--- config.mk ---
export PLATFORM = sky130hd
export DESIGN_NAME = dotted_path_tokenizer_core
export DESIGN_NICKNAME = d
export VERILOG_FILES = /design/src/design/dpt_pkg.sv /design/src/design/dpt_step.sv /design/src/design/dotted_path_tokenizer_core.sv
export SDC_FILE = /design/constraint.sdc
export NUM_CORES = 1
export LEC_CHECK = 0
export BUFFER_PORTS_ARGS = -buffer_cell sky130_fd_sc_hd__buf_2
export CORE_MARGIN = 3
export CORE_UTILIZATION = 54
export DETAILED_ROUTE_END_ITERATION = 7
export PLACE_DENSITY_LB_ADDON = 0.05
export SYNTH_ARGS = -nofsm -noshare
export SYNTH_HDL_FRONTEND = slang
export SYNTH_SLANG_ARGS = --single-unit
--- constraint.sdc ---
create_clock -name clk -period 4.32 [get_ports clk]
set_input_delay 0.864 -clock clk [delete_from_list [all_inputs] [get_ports clk]]
set_output_delay 0.864 -clock clk [all_outputs]
set_load 0.02 [all_outputs]
--- src/design/dpt_pkg.sv ---
// Package for the dotted path tokenizer: parse modes, result kinds, character codes
// and the state and result structs shared by the step logic and the top level.
// Depends on nothing.
`default_nettype none

package dpt_pkg;

	// Width of the bracketed index that must not overflow.
	localparam int unsigned INDEX_BITS = 32;
	// Accumulate width: room for ten times the index plus one digit.
	localparam int unsigned PROD_BITS = INDEX_BITS + 4;
	localparam int unsigned INDEX_OUT_BITS = 32;

	// Character codes of the path syntax.
	localparam logic [7:0] CH_DOT   = 8'h2E;
	localparam logic [7:0] CH_OPEN  = 8'h5B;
	localparam logic [7:0] CH_CLOSE = 8'h5D;
	localparam logic [7:0] CH_ZERO  = 8'h30;
	localparam logic [7:0] CH_NINE  = 8'h39;

	// Parser position within the path.
	typedef enum logic [2:0] {
		MODE_START  = 3'd0,
		MODE_KEY    = 3'd1,
		MODE_DOT    = 3'd2,
		MODE_OPEN   = 3'd3,
		MODE_DIGITS = 3'd4,
		MODE_CLOSED = 3'd5
	} mode_t;

	// Kind of each result transfer.
	typedef enum logic [1:0] {
		SEG_NONE  = 2'd0,
		SEG_KEY   = 2'd1,
		SEG_INDEX = 2'd2,
		SEG_END   = 2'd3
	} seg_kind_t;

	typedef struct packed {
		mode_t                   mode;
		logic [INDEX_BITS-1:0]   acc;
		logic                    err;
	} parse_state_t;

	typedef struct packed {
		seg_kind_t                  seg_kind;
		logic [7:0]                 key_char;
		logic                       new_key;
		logic [INDEX_OUT_BITS-1:0]  index_value;
		logic                       syntax_error;
	} seg_result_t;

endpackage

`default_nettype wire

--- src/design/dpt_step.sv ---
// Combinational step of the tokenizer: from the parser state and one path item,
// the next state and the result of that item. Depends on dpt_pkg.
`default_nettype none

module dpt_step (
	input  dpt_pkg::parse_state_t  cur,
	input  logic                   action,
	input  logic [7:0]             ch,
	output dpt_pkg::parse_state_t  nxt,
	output dpt_pkg::seg_result_t   res
);

	logic                              is_digit;
	logic [3:0]                        digit;
	logic [dpt_pkg::INDEX_BITS-1:0]    base;
	logic [dpt_pkg::PROD_BITS-1:0]     base_ext;
	logic [dpt_pkg::PROD_BITS-1:0]     prod;
	logic                              ovf;

	// Digit decode and the times-ten accumulate with its overflow check.
	always_comb begin
		is_digit = (ch >= dpt_pkg::CH_ZERO) && (ch <= dpt_pkg::CH_NINE);
		digit    = 4'(ch - dpt_pkg::CH_ZERO);
		base     = (cur.mode == dpt_pkg::MODE_OPEN) ? '0 : cur.acc;
		base_ext = dpt_pkg::PROD_BITS'(base);
		prod     = (base_ext << 3) + (base_ext << 1) + dpt_pkg::PROD_BITS'(digit);
		ovf      = |prod[dpt_pkg::PROD_BITS-1:dpt_pkg::INDEX_BITS];
	end

	// Mode transitions and the result of this item.
	always_comb begin
		nxt = cur;
		res = '0;
		res.seg_kind = dpt_pkg::SEG_NONE;
		if (action) begin
			// End of path: give the verdict, then return to the reset state.
			res.seg_kind     = dpt_pkg::SEG_END;
			res.syntax_error = cur.err ||
				((cur.mode != dpt_pkg::MODE_KEY) && (cur.mode != dpt_pkg::MODE_CLOSED));
			nxt.mode = dpt_pkg::MODE_START;
			nxt.acc  = '0;
			nxt.err  = 1'b0;
		end else if (!cur.err) begin
			unique case (cur.mode)
				dpt_pkg::MODE_START, dpt_pkg::MODE_DOT: begin
					if (ch == dpt_pkg::CH_DOT ||
					    (ch == dpt_pkg::CH_OPEN && cur.mode == dpt_pkg::MODE_DOT)) begin
						nxt.err = 1'b1;
					end else if (ch == dpt_pkg::CH_OPEN) begin
						nxt.mode = dpt_pkg::MODE_OPEN;
					end else begin
						nxt.mode     = dpt_pkg::MODE_KEY;
						res.seg_kind = dpt_pkg::SEG_KEY;
						res.key_char = ch;
						res.new_key  = 1'b1;
					end
				end
				dpt_pkg::MODE_KEY: begin
					if (ch == dpt_pkg::CH_DOT) begin
						nxt.mode = dpt_pkg::MODE_DOT;
					end else if (ch == dpt_pkg::CH_OPEN) begin
						nxt.mode = dpt_pkg::MODE_OPEN;
					end else begin
						res.seg_kind = dpt_pkg::SEG_KEY;
						res.key_char = ch;
					end
				end
				dpt_pkg::MODE_OPEN, dpt_pkg::MODE_DIGITS: begin
					if (is_digit) begin
						if (ovf) begin
							nxt.err = 1'b1;
						end else begin
							nxt.acc  = prod[dpt_pkg::INDEX_BITS-1:0];
							nxt.mode = dpt_pkg::MODE_DIGITS;
						end
					end else if (ch == dpt_pkg::CH_CLOSE &&
					             cur.mode == dpt_pkg::MODE_DIGITS) begin
						nxt.mode        = dpt_pkg::MODE_CLOSED;
						nxt.acc         = '0;
						res.seg_kind    = dpt_pkg::SEG_INDEX;
						res.index_value = dpt_pkg::INDEX_OUT_BITS'(cur.acc);
					end else begin
						nxt.err = 1'b1;
					end
				end
				dpt_pkg::MODE_CLOSED: begin
					if (ch == dpt_pkg::CH_OPEN) begin
						nxt.mode = dpt_pkg::MODE_OPEN;
					end else if (ch == dpt_pkg::CH_DOT) begin
						nxt.mode = dpt_pkg::MODE_DOT;
					end else begin
						nxt.err = 1'b1;
					end
				end
				default: begin
					nxt.err = 1'b1;
				end
			endcase
			res.syntax_error = nxt.err;
		end else begin
			// Sticky error: path bytes give no segment, only the error flag, until the end of path.
			res.syntax_error = 1'b1;
		end
	end

endmodule

`default_nettype wire

--- src/design/dotted_path_tokenizer_core.sv ---
// Top level of the dotted path tokenizer: input register, parser state and
// result register around the combinational step. Depends on dpt_pkg and dpt_step.
//
// Channel  | Dir | tvalid/tready      | tdata                               | other
// ---------+-----+--------------------+-------------------------------------+---------------
// s        | in  | s_tvalid/s_tready  | [7:0] ch                            | s_tlast action
// m        | out | m_tvalid/m_tready  | [7:0] key_char [39:8] index_value   | m_tuser [1:0]
//          |     |                    | [40] syntax_error, rest zero        | seg_kind [2] new_key
//
// Every input transfer gives exactly one result transfer, held first in the input
// register and then in the result register. One item is accepted each cycle while
// the output is not stalled: the parser state is updated as the item moves from the
// input register into the result register. A stalled output holds the result register
// and the input register keeps one more item; ready drops only when both are full.
// Reset clears the parser state and both valid flags; no other start-up is needed.
`default_nettype none

module dotted_path_tokenizer_core (
	input  logic        clk,
	input  logic        arst_n,
	input  logic        s_tvalid,
	output logic        s_tready,
	input  logic [7:0]  s_tdata,   // [7:0] ch
	input  logic        s_tlast,   // action: end of path
	output logic        m_tvalid,
	input  logic        m_tready,
	output logic [47:0] m_tdata,   // [7:0] key_char, [39:8] index_value, [40] syntax_error
	output logic [2:0]  m_tuser    // [1:0] seg_kind, [2] new_key
);

	logic                   valid_s1;
	logic                   action_s1;
	logic [7:0]             ch_s1;
	logic                   out_valid_q;
	dpt_pkg::seg_result_t   out_q;
	dpt_pkg::parse_state_t  state_q;
	dpt_pkg::parse_state_t  state_nxt;
	dpt_pkg::seg_result_t   step_res;
	logic                   advance;

	// The result register can take a new result when empty or being emptied.
	assign advance  = !out_valid_q || m_tready;
	assign s_tready = !valid_s1 || advance;

	// Input register.
	always_ff @(posedge clk or negedge arst_n) begin
		if (!arst_n) begin
			valid_s1 <= 1'b0;
		end else if (s_tready) begin
			valid_s1 <= s_tvalid;
		end
	end

	always_ff @(posedge clk) begin
		if (s_tready && s_tvalid) begin
			action_s1 <= s_tlast;
			ch_s1     <= s_tdata;
		end
	end

	dpt_step u_step (
		.cur    (state_q),
		.action (action_s1),
		.ch     (ch_s1),
		.nxt    (state_nxt),
		.res    (step_res)
	);

	// Parser state and result valid flag.
	always_ff @(posedge clk or negedge arst_n) begin
		if (!arst_n) begin
			state_q.mode <= dpt_pkg::MODE_START;
			state_q.acc  <= '0;
			state_q.err  <= 1'b0;
			out_valid_q  <= 1'b0;
		end else if (advance) begin
			out_valid_q <= valid_s1;
			if (valid_s1) begin
				state_q <= state_nxt;
			end
		end
	end

	// Result register payload.
	always_ff @(posedge clk) begin
		if (advance && valid_s1) begin
			out_q <= step_res;
		end
	end

	assign m_tvalid = out_valid_q;
	assign m_tdata  = {7'b0, out_q.syntax_error, out_q.index_value, out_q.key_char};
	assign m_tuser  = {out_q.new_key, out_q.seg_kind};

	// The end of path returns the parser to its reset state.
	a_end_resets: assert property (@(posedge clk) disable iff (!arst_n)
		(valid_s1 && advance && action_s1) |=>
		(state_q.mode == dpt_pkg::MODE_START && !state_q.err && state_q.acc == '0))
		else $error("parser state not cleared after end of path");

	// A syntax error stays until the end of path.
	a_err_sticky: assert property (@(posedge clk) disable iff (!arst_n)
		(state_q.err && !(valid_s1 && advance && action_s1)) |=> state_q.err)
		else $error("syntax error cleared before end of path");

	// The accumulator holds a value only while digits are being read.
	a_acc_idle: assert property (@(posedge clk) disable iff (!arst_n)
		(state_q.mode != dpt_pkg::MODE_DIGITS) |-> (state_q.acc == '0))
		else $error("index accumulator not zero outside digits");

	// A waiting item in the input register is kept while the output stalls.
	a_s1_hold: assert property (@(posedge clk) disable iff (!arst_n)
		(valid_s1 && !advance) |=> (valid_s1 && $stable(ch_s1) && $stable(action_s1)))
		else $error("input register lost an item during a stall");

endmodule

`default_nettype wire

Word-level counts from Yosys, hierarchy flattened
Cells that the tools add are included.
Word-level totals
  output and inout bits: 53
  register bits: 91
Operators by class
  multiplexer cells: 35
  magnitude comparators: 2
  reductions and logical operators: 25
  add/sub/neg operators: 3
  bitwise gates (word level): 3
  eq/ne operators: 17
Operators by type and width (count)
  $mux W32: 5
  $mux W36: 3
  $mux W35: 2
  $mux W43: 1
  $add A35 B33 Y36: 1
  $add A36 B4 Y36: 1
  $mux W9: 2
  $eq A8 B7 Y1 const B: 2
  $pmux W8 S2: 1
  $mux W3: 5
  $ne A4 B2 Y1 const B: 3
  $pmux W3 S4: 1
  $mux W11: 1
  $mux W10: 1
  $ne A3 B3 Y1 const B: 3
  $reduce_and A9 Y1: 1
  $eq A8 B6 Y1 const B: 1
  $ge A8 B6 Y1 const B: 1
  $le A8 B6 Y1 const B: 1
  $mux W1: 8
  $reduce_or A4 Y1: 2
  $eq A3 B2 Y1 const B: 2
  $eq A3 B3 Y1 const B: 2
  $logic_and A1 B1 Y1: 6
  other kinds (19): 29

Longest topological paths before layout
Gate-level depths: netlist of the first run.
  word-level depth: 10
  mapped depth: 17

By module
From an unflattened synthesis of the first run, not the netlist that was laid out.
Second synthesis, totals
  cells, all modules: 692
  area total of the unflattened synthesis: 6993.0 um2
Modules (own cells, without submodules)
  dpt_step: cells each 547, area each 3791.1 um2, times used 1
  dotted_path_tokenizer_core: cells each 145, area each 3201.8 um2, times used 1

Worst setup path before layout of the first run
OpenSTA, ideal clock, no wires.
  kind: register to register
  start point: reg state_q[33] (netlist name)
  end point: reg state_q[32] (netlist name)
  data required time: 4.199 ns
  slack: 0.193 ns
  arrival: 4.006 ns
  cell stages (with the launch flop): 18
  setup time: 0.121 ns
  cells stage by stage: dfrtp_1 > clkbuf_1 > nand3b_1 > clkbuf_1 > and2_1 > ha_1 > a31o_2 > ha_1 > a21oi_1 > a211oi_2 > o2111ai_1 > a311o_1 > a2111oi_4 > nor2_2 > a211oi_2 > o21ai_2 > buf_6 > a22o_1
On the way
  cells in the longest elaborated chain, start to end: 9
  elaborated cells on any way between the ends: 17
  classes of those cells: 2 x add/sub; 3 x eq/ne; 6 x mux; 6 x reduce/logical
Ends and longest elaborated chain
  start: declaration: line dotted_path_tokenizer_core.sv:36  | dpt_pkg::parse_state_t state_q;
  start signal: assignment: line dotted_path_tokenizer_core.sv:79  | state_q <= state_nxt;
  $eq A3 B2 Y1: line dpt_step.sv:24, dpt_step.sv:44
  $mux W32: line dpt_step.sv:24  | base = (cur.mode == dpt_pkg::MODE_OPEN) ? '0 : cur.acc;
  $add A35 B33 Y36: line dpt_step.sv:26  | prod = (base_ext << 3) + (base_ext << 1) + dpt_pkg::PROD_BITS'(digit);
  $add A36 B4 Y36: line dpt_step.sv:26
  $mux W35: line dpt_step.sv:70  | if (ovf) begin
  $mux W36: line dpt_step.sv:69  | if (is_digit) begin
  $mux W32: line dpt_step.sv:44  | unique case (cur.mode)
  $mux W36: line dpt_step.sv:43  | end else if (!cur.err) begin
  $mux W36: line dpt_step.sv:35  | if (action) begin
Several ways; a longest one is shown, not always the timed one. The select of a mux whose other input is x is not followed.
A chain may end at the register's enable or synchronous reset.

Final worst setup path of the first run
  start point: reg state_q[35] (netlist name)
  end point: reg state_q[16] (netlist name)
The elaborated chain is that of the path after synthesis.

==> run metrics, run 1 <==
status=complete, no violations; HPWL after detailed placement=about 11000 µm; Hold Crit Endpoint=m_tvalid; routed via count=4921; HP Start=valid_s1; global route total overflow=0; TNS Setup=0 ps; pwr dens=299 nW/µm²; Clock Skew=around 12 ps; wl on met1=6960 µm; slowest stage delay, CP=around 470 ps; hold-critical path depth=1; Reg area=2540 µm²; Via density=5.94; Worst R2R Setup Slack=200 ps; drt first-iter violations=approximately 350; vias in the first global route=4902; drt first pass iters=4; clk sinks=91; Min-Delay Path Class=register to register; number of synthesized flops with an enable pin=53; Crit Path Class=register to register; Syn Area/Cell=10.2 µm²; WL/cell=17.8 µm; Critical R2R Capture=state_q[16]; FF-to-FF Start=state_q[35]; met3 wire len=632 µm; final period utilization=95.3%; Critical Path Start=state_q[35]; Syn Inst Count=616; initial antenna violation count=0; VDD IR-drop max=0.000221 V; Crit path max-delay family=compound AO/OA/AOI/OAI gates; slowest cell on the critical path=fa_1; Worst EP arrival=4360 ps; synth unique cells=65; IO Port Bufs=58; n_diodes=0; first-pass GRT wire length=24300 µm; Core ar.=11100 µm²; clock latency on the worst-skew pair=360 ps; hold_ws=slightly above 500 ps; Max Slew Vio Count=0; Seq/Total Area, Yosys=between 40% and 50%; Die H=about 110 µm; Layout area overhead=14.7%; min Tclk post-route=4120 ps; clk root buf=clkbuf_16; Most common cell on crit path=a21o_1; ys async rst share=41.8%; Clock Pin Slew Worst Setup and Hold Paths=roughly 70 ps; CTS Buf Count=9; Detail Route met2 WL=6980 µm; Boundary Pins=66; synth warn=0; hold buffer count at CTS=0; #FFs+latches synth=91; Final ANT Viol Nets=0; most frequent cells in the layout=69 x and2_1, 58 x ha_1, 58 x buf_2; Initial Util=56.6%; Final Routed Wirelength=14800 µm; Fmax=243 MHz; GP Congestion=between 0.9 and 1; predominant post-synthesis flop cell=edfxtp_1; GRT Total Usage=23.7%; worst-path fanout max=15; largest net degree at the start of global routing=45; Die X=114 µm; Max transition margin=38.4%; R2R cell count=16; final cell count without fillers=829; Critical Path RT=4560 ps; critical path launch point type=register; layout net count=roughly 760; DR DRC count=0; leakage=3.39 nW; Die Area=12900 µm²; CTS max path bufs=2; TritonCTS clock tree=done; highest metal used=met4; Final Hold Fails=0; Post-Place Cells=808; Slew @ Worst Pin=925 ps; CP endpoint kind=register; filler cell count=914; Setup violations, final=0; CTS H-tree depth=3; Multi-input gate area=3540 µm²; # rows=38; Worst Path Buf+Inv=2; layout cells sized above 1=20.0%; mapped cell area=6260 µm²; commonest non-fill, non-tap cell in the layout=and2_1; max-cap violations=0; sequence of cells on the critical path=nand3b_1 -> buf_4 -> nand2_1 -> xnor2_1 -> ha_1 -> fa_1 -> a21o_1 -> a221o_2 -> a21o_1 -> a21oi_2 -> o22ai_1 -> xnor2_2 -> nor3_2 -> o2111a_2 -> buf_12 -> a22o_1
[worst reg2reg max path: cells and delay by family, from the launching register on]
family                   cells  cell delay [ps]
XOR/XNOR                     2              390
buffers and inverters        2              370
flip-flops                   1              380
AO/OA/AOI/OAI                7             1690
adder cells (fa/ha/maj)      2              760
AND/OR/NAND/NOR              3              410
[per-stage QoR]
stage                     worst slack, ps  instance area, µm²  utilization, %  total power, W
after floorplan                       193                6290               -         0.00124
after global placement               40.6                6740            60.8         0.00133
after detailed placement            -75.0                6740            60.8         0.00134
after CTS                            78.5                7130            64.4         0.00216
after global routing                -6.03                7180            64.8         0.00224
final                                 202                7180            64.8         0.00214
[per-layer routing]
layer / up-vias / track usage [%]
li1: 2426 / -
met1: 2376 / 32.5
met2: 103 / 37.5
met3: 16 / 4.88
met4: 0 / 7.93
met5: - / 0
[repair_timing]
item	4_1_cts	5_1_grt
pin swaps	0	3
resized for setup	1	10
hold endpoints to repair	0	0
endpoints found under the setup margin	32	37
buffers inserted	4	0
gates cloned	1	0
[flip-flops by register name (all words and copies together) (netlist names)]
name / flops
m_tdata: 41
state_q: 36
m_tuser: 3
ch_s1: 8
valid_s1: 1
action_s1: 1
m_tvalid: 1
[cell usage after synthesis, types with 5 or more instances]
cell type,n,area (µm²)
a21oi_1,42,210
and2_1,69,432
xnor2_1,24,210
nand4_1,11,68.8
and3_1,11,68.8
clkbuf_1,14,52.6
nor3_1,11,55.1
a21o_1,13,97.6
buf_2,13,65.1
xor2_1,7,61.3
edfxtp_1,53,1590
nand3_1,11,55.1
a22o_1,32,280
a211oi_1,6,45.0
nor2_1,31,116
dfrtp_1,38,951
nand2_1,41,154
ha_1,63,788
buf_4,7,52.6
o21ai_0,15,75.1
nand2b_1,6,37.5
inv_1,7,26.3
o21a_1,7,52.6
buf_6,6,67.6
o2111ai_1,5,43.8
[final cells by class]
type	count	share of cell area [%]
Clock buffer	9	3.14
Clock inverter	7	1.11
Inverter	7	0.366
Multi-Input combinational cell	483	49.3
Sequential cell	91	35.4
Tap cell	140	2.44
Timing Repair Buffer	92	8.29
[cell families (layout without fill, tap and decap cells)]
kind of cell             count (synthesis)  in the layout  share of synthesized area, %
adder cells (fa/ha/maj)                 64             64                          12.9
AND/OR/NAND/NOR                        215            215                          18.5
AO/OA/AOI/OAI                          163            164                          18.9
XOR/XNOR                                31             31                          4.33
multiplexers                             2              2                         0.320
other                                    1              7                        0.0599
buffers and inverters                   49            115                          4.37
flip-flops                              91             91                          40.6
[worst max path at each step]
stage	end	slack, ps	cells after the start
after global placement	state_q[1]	40	14
after global routing	state_q[14]	-6	16
final	state_q[16]	200	16
after detailed placement	state_q[1]	-70	15
after floorplan	state_q[32]	190	17
after CTS	state_q[16]	80	16
[power breakdown]
group	switching (W)	internal [W]	total (W)	leakage, nW
clock network	0.000357	0.000459	0.000815	0.151
logic	0.000211	0.000103	0.000314	2.19
registers	0.0000279	0.000987	0.00101	1.05
total	0.000596	0.00155	0.00214	3.39
Power figures use the tool's default switching activity.
==> inputs of run 2 (changes only) <==
--- a/config.mk
+++ b/config.mk
@@ -7,9 +7,10 @@
 export LEC_CHECK = 0
 export BUFFER_PORTS_ARGS = -buffer_cell sky130_fd_sc_hd__buf_2
 export CORE_MARGIN = 3
-export CORE_UTILIZATION = 54
+export CORE_UTILIZATION = 55
 export DETAILED_ROUTE_END_ITERATION = 7
 export PLACE_DENSITY_LB_ADDON = 0.05
 export SYNTH_ARGS = -nofsm -noshare
 export SYNTH_HDL_FRONTEND = slang
+export SYNTH_HIERARCHICAL = 1
 export SYNTH_SLANG_ARGS = --single-unit
==> run metrics, run 2 <==
# rows=40; Detail Route met2 WL=8260 µm; Worst EP arrival=4390 ps; Min-Delay Path Class=register to register; worst-path fanout max=16; Fmax=241 MHz; leakage=about 3.6 nW; synth warn=6; Most common cell on crit path=ha_1; TNS Setup=0 ps; layout cells sized above 1=25.8%; first-pass GRT wire length=27500 µm; Die X=approximately 120 µm; final cell count without fillers=921; clk root buf=clkbuf_16; Setup violations, final=0; final period utilization=96.2%; min Tclk post-route=~4200 ps; Via density=5.90; overall power=0.00193 W; wl on met1=approximately 7900 µm; layout net count=825; Crit path depth=15; Crit path max-delay family=compound AO/OA/AOI/OAI gates; max-cap violations=0; Syn Area/Cell=10.1 µm²; drt first pass iters=5; sequence of cells on the critical path=nand3b_4 -> nand2_1 -> xnor2_1 -> ha_1 -> ha_1 -> a21oi_1 -> nor3b_2 -> o31ai_2 -> o31ai_4 -> a21oi_2 -> xor2_1 -> nand4_1 -> buf_6 -> a31o_2 -> mux2_4; routed via count=5432; filler cell count=between 1000 and 1500; VDD IR-drop max=0.000251 V; most frequent cells in the layout=71 x and2_1, 61 x ha_1, 58 x buf_2; initial antenna violation count=0; Critical Path RT=approximately 4600 ps; mapped cell area=about 7000 µm²; TritonCTS clock tree=done; synth unique cells=between 70 and 80; Boundary Pins=between 60 and 70; Final Routed Wirelength=17000 µm; Final Hold Fails=0; Die H=approximately 120 µm; WL/cell=18.5 µm; area leader, netlist=edfxtp_1; met3 wire len=638 µm; status=complete, no violations; Syn Inst Count=around 690; drt first-iter violations=285; Reg area=2540 µm²; clk sinks=91; post-synth top area share=22.8%; GRT Total Usage=24.1%; Final ANT Viol Nets=0; CP endpoint kind=register; HPWL after detailed placement=12400 µm; highest metal used=met4; Post-Place Cells=900; commonest non-fill, non-tap cell in the layout=and2_1; global route total overflow=0; Clock Skew=9.44 ps; slowest cell on the critical path=dfrtp_1; Initial Util=57.3%; most frequent cell after synthesis=and2_1; vias in the first global route=5367; CTS max path bufs=2; Worst Path Buf+Inv=1; Crit Path Class=register to register; clock latency on the worst-skew pair=between 300 and 400 ps; #FFs+latches synth=between 90 and 100; IO Port Bufs=58; Max Slew Vio Count=0; slowest stage delay, CP=approximately 460 ps; synth top area cells=edfxtp_1 23%, dfrtp_1 14%, ha_1 11%; Largest register FFs=41; Seq/Total Area, Yosys=36.4%; Layout area overhead=12.1%; pwr dens=246 nW/µm²; Multi-input gate area=4310 µm²; Slew @ Worst Pin=977 ps; CTS Buf Count=9; Core ar.=roughly 12000 µm²; predominant post-synthesis flop cell=edfxtp_1; top cells by count, synth=71 x and2_1, 63 x ha_1, 53 x edfxtp_1, 45 x nand2_1, 44 x a21oi_1; number of synthesized flops with an enable pin=53; hold-critical path depth=1; Die Area=14100 µm²; R2R cell count=15; DR DRC count=0; largest net degree at the start of global routing=45; critical path launch point type=register; GP Congestion=roughly 0.90; Max transition margin=approximately a third; ys async rst share=41.8%; n_diodes=0; Clock Pin Slew Worst Setup and Hold Paths=around 70 ps; CTS H-tree depth=3
run 2: cell types whose count changed after synthesis, moves of 5 or more:
cell       previous run  this run
a22o_1               32         0
mux2_4                0        29
nand3_1              11        37
o21ai_2               1        20
o21ai_0              15        28
a21o_1               13         4
xor2_1                7        15
mux2_2                0         7
xnor2_1              24        17
o21ai_1               0         6
o2111ai_1             5         0
run 2: metal layers:
metal  up-vias  track usage (%)
met5         -                0
met2       126             40.4
met1      2635             32.3
li1       2651                -
met3        20             3.83
met4         0             6.81
run 2: final timing paths:
path                        startpoint     endpoint  slack, ps
max reg2reg                state_q[33]  state_q[10]        160
min reg2reg                state_q[29]  state_q[29]        550
max in group asynchronous       arst_n  state_q[34]       3030
max                        state_q[33]  state_q[10]        160
min                        state_q[29]  state_q[29]        550
min in group asynchronous       arst_n  state_q[20]        650
run 2: kinds of logic after synthesis:
kind of cell | count (synthesis) | synth area share [%]
compound gates | 165 | 16.6
xor+xnor | 32 | 4.01
fa+ha+maj | 64 | 11.6
buf+inv | 51 | 3.83
flops | 91 | 36.4
mux | 36 | 7.35
other cells | 1 | 0.0536
simple gates | 252 | 20.3
run 2: what timing repair did:
item | 4_1_cts | 5_1_grt
setup buffers | 0 | 4
pin swaps | 0 | 4
hold buffers | 0 | 0
gates resized for setup | 1 | 18
setup endpoints to repair | 2 | 32
gates cloned | 0 | 1
run 2: worst reg2reg max path, cell delays in order (launching register included):
cell	delay, ps
dfrtp_1	460
nand3b_4	180
nand2_1	110
xnor2_1	210
ha_1	300
ha_1	310
a21oi_1	220
nor3b_2	120
o31ai_2	450
o31ai_4	170
a21oi_2	280
xor2_1	270
nand4_1	210
buf_6	220
a31o_2	250
mux2_4	270
run 2: metrics by stage:
| step | util [%] | hold slack, ps | worst slack [ps] | area [µm²] |
|---|---|---|---|---|
| global placement | 60.8 | 520 | 145 | 7430 |
| global route | 64.2 | 583 | -39.7 | 7840 |
| floorplan | - | 492 | 466 | 7020 |
| CTS | 63.2 | 555 | 62.7 | 7720 |
| finish | 64.2 | 553 | 164 | 7840 |
| detailed placement | 60.8 | 539 | -2.10 | 7430 |
run 2: area by class of cell:
class,count,area share (%)
repair buffers,77,5.73
clock inverters,7,0.734
flip-flops and latches,91,32.4
well taps,168,2.68
multi-input cells,557,55.0
inverters,12,0.574
clock buffers,9,2.87
run 2: report_power, final:
| part | switching [W] | internal [W] | leakage [nW] |
|---|---|---|---|
| Combinational | 0.000126 | 0.0000546 | 2.37 |
| Clock | 0.000369 | 0.000400 | 0.136 |
| Sequential | 0.0000189 | 0.000963 | 1.05 |
==> inputs of run 3 (changes only) <==
--- a/config.mk
+++ b/config.mk
@@ -10,6 +10,8 @@
 export CORE_UTILIZATION = 55
 export DETAILED_ROUTE_END_ITERATION = 7
 export PLACE_DENSITY_LB_ADDON = 0.05
+export RECOVER_POWER = 50
+export SETUP_SLACK_MARGIN = 0.3
 export SYNTH_ARGS = -nofsm -noshare
 export SYNTH_HDL_FRONTEND = slang
 export SYNTH_HIERARCHICAL = 1
==> run metrics, run 3 (synthesized netlist as in run 2, its figures left out) <==
Largest register FFs=41; WL/cell=19.7 µm; final period utilization=94.3%; worst-path fanout max=8; CTS max path bufs=2; RSZ-0062 raised after global routing=true; Final ANT Viol Nets=0; Max Slew Vio Count=39; Final Hold Fails=0; M3 GR Usage=3.92%; layout net count=847; Crit Path Class=register to register; DR DRC count=0; met2 global-route usage=41.0%; CTS H-tree depth=3; Post-Place Cells=900; Die Area=14100 µm²; min Tclk post-route=4070 ps; FF-to-FF Start=state_q[33]; GP Congestion=0.904; Layout area overhead=23.7%; Critical Path RT=4560 ps; clk sinks=slightly above 90; hold buffer count at CTS=0; largest net degree at the start of global routing=45; VDD IR-drop max=0.000252 V; layout cells sized above 1=31.2%; Fmax=245 MHz; HPWL after detailed placement=12400 µm; most frequent cells in the layout=61 x and2_1, 53 x edfxtp_1, 48 x clkbuf_1; Setup violations, final=0; HP Start=state_q[20]; global route total overflow=0; initial antenna violation count=0; Initial Util=between 50% and 60%; Finished Cell Area=8650 µm²; drt first pass iters=5; Min-Delay Path Class=register to register; hold_ws=~560 ps; # rows=40; DP Worst Slack=-2.10 ps; failing checks=capacitance limit, slew limit; n_diodes=0; IO Port Bufs=58; Final Routed Wirelength=18600 µm; CP endpoint kind=register; clk root buf=clkbuf_16; GRT Total Usage=about a quarter; Area after DPL=around 7400 µm²; first-pass GRT wire length=28200 µm; Via density=6.02; Die H=119 µm; most used routing layer=met2; critical path launch point type=register; TNS Setup=0 ps; vias in the first global route=5462; commonest non-fill, non-tap cell in the layout=and2_1; TritonCTS clock tree=done; Boundary Pins=66; Clock Pin Slew Worst Setup and Hold Paths=70 ps; Critical Path Start=state_q[33]; Slew @ Worst Pin=between 2000 and 2500 ps; GR Util met1=33.5%; drt first-iter violations=383; Clock Skew=7.65 ps; clock latency on the worst-skew pair=approximately 350 ps; Worst EP arrival=4310 ps; routed via count=5674; Max transition margin=-49.3%; max-cap violations=1; CTS Buf Count=9; leakage=~3.5 nW; Core ar.=12200 µm²; status=finished, violations left; Die X=119 µm; final cell count without fillers=943; final worst setup slack=247 ps; pwr dens=223 nW/µm²
==> run 3: critical path: stages, from the launching register on <==
cell and delay (ps):
dfrtp_1 500, nand3b_4 180, buf_6 160, and2_1 200, ha_1 320, ha_2 400
nand2_1 110, or3_1 430, o31ai_4 280, a21oi_2 170, xor2_2 230, nand4_1 160
buf_6 170, buf_6 130, a31o_2 240, mux2_4 270
==> run 3: per-layer routing <==
metal	wire length [µm]	share of wire, %	up-vias
met1	8140	44	2786
met4	431	2.3	0
li1	-	-	2687
met5	0	0	-
met3	814	4.4	35
met2	9170	49	166
==> run 3: final cells by class <==
cell class	instances	area, µm²
Clock inverter	7	57.6
Sequential cell	91	2540
Fill cell	941	3560
Clock buffer	9	225
Timing Repair Buffer	99	617
Inverter	12	45.0
Multi-Input combinational cell	557	4950
Tap cell	168	210
==> run 3: report_power, final <==
group,switching (W),internal (W)
Sequential,0.0000206,0.000963
Clock,0.000373,0.000400
Combinational,0.000128,0.0000459
==> run 3: what timing repair did <==
action / 4_1_cts / 5_1_grt
buffers inserted: 9 / 15
gates cloned: 2 / 1
pin swaps: 14 / 35
endpoints found under the setup margin: 37 / 37
gates resized for setup: 29 / 125
==> run 3: final timing paths <==
| path | slack [ps] | cells after the start | endpoint |
|---|---|---|---|
| setup / recovery | 250 | 15 | state_q[10] |
| hold reg to reg | 560 | 1 | state_q[20] |
| min in group asynchronous | 1170 | 1 | state_q[20] |
| setup reg to reg | 250 | 15 | state_q[10] |
| max in group asynchronous | 1700 | 1 | state_q[34] |
| hold / removal | 560 | 1 | state_q[20] |
==> run 3: metrics by stage <==
step           utilization (%)  total power, W
2_1_floorplan                -         0.00112
3_3_place_gp              60.8         0.00118
3_5_place_dp              60.8         0.00118
4_1_cts                   64.9         0.00195
5_1_grt                   70.8         0.00201
6_report                  70.8         0.00193
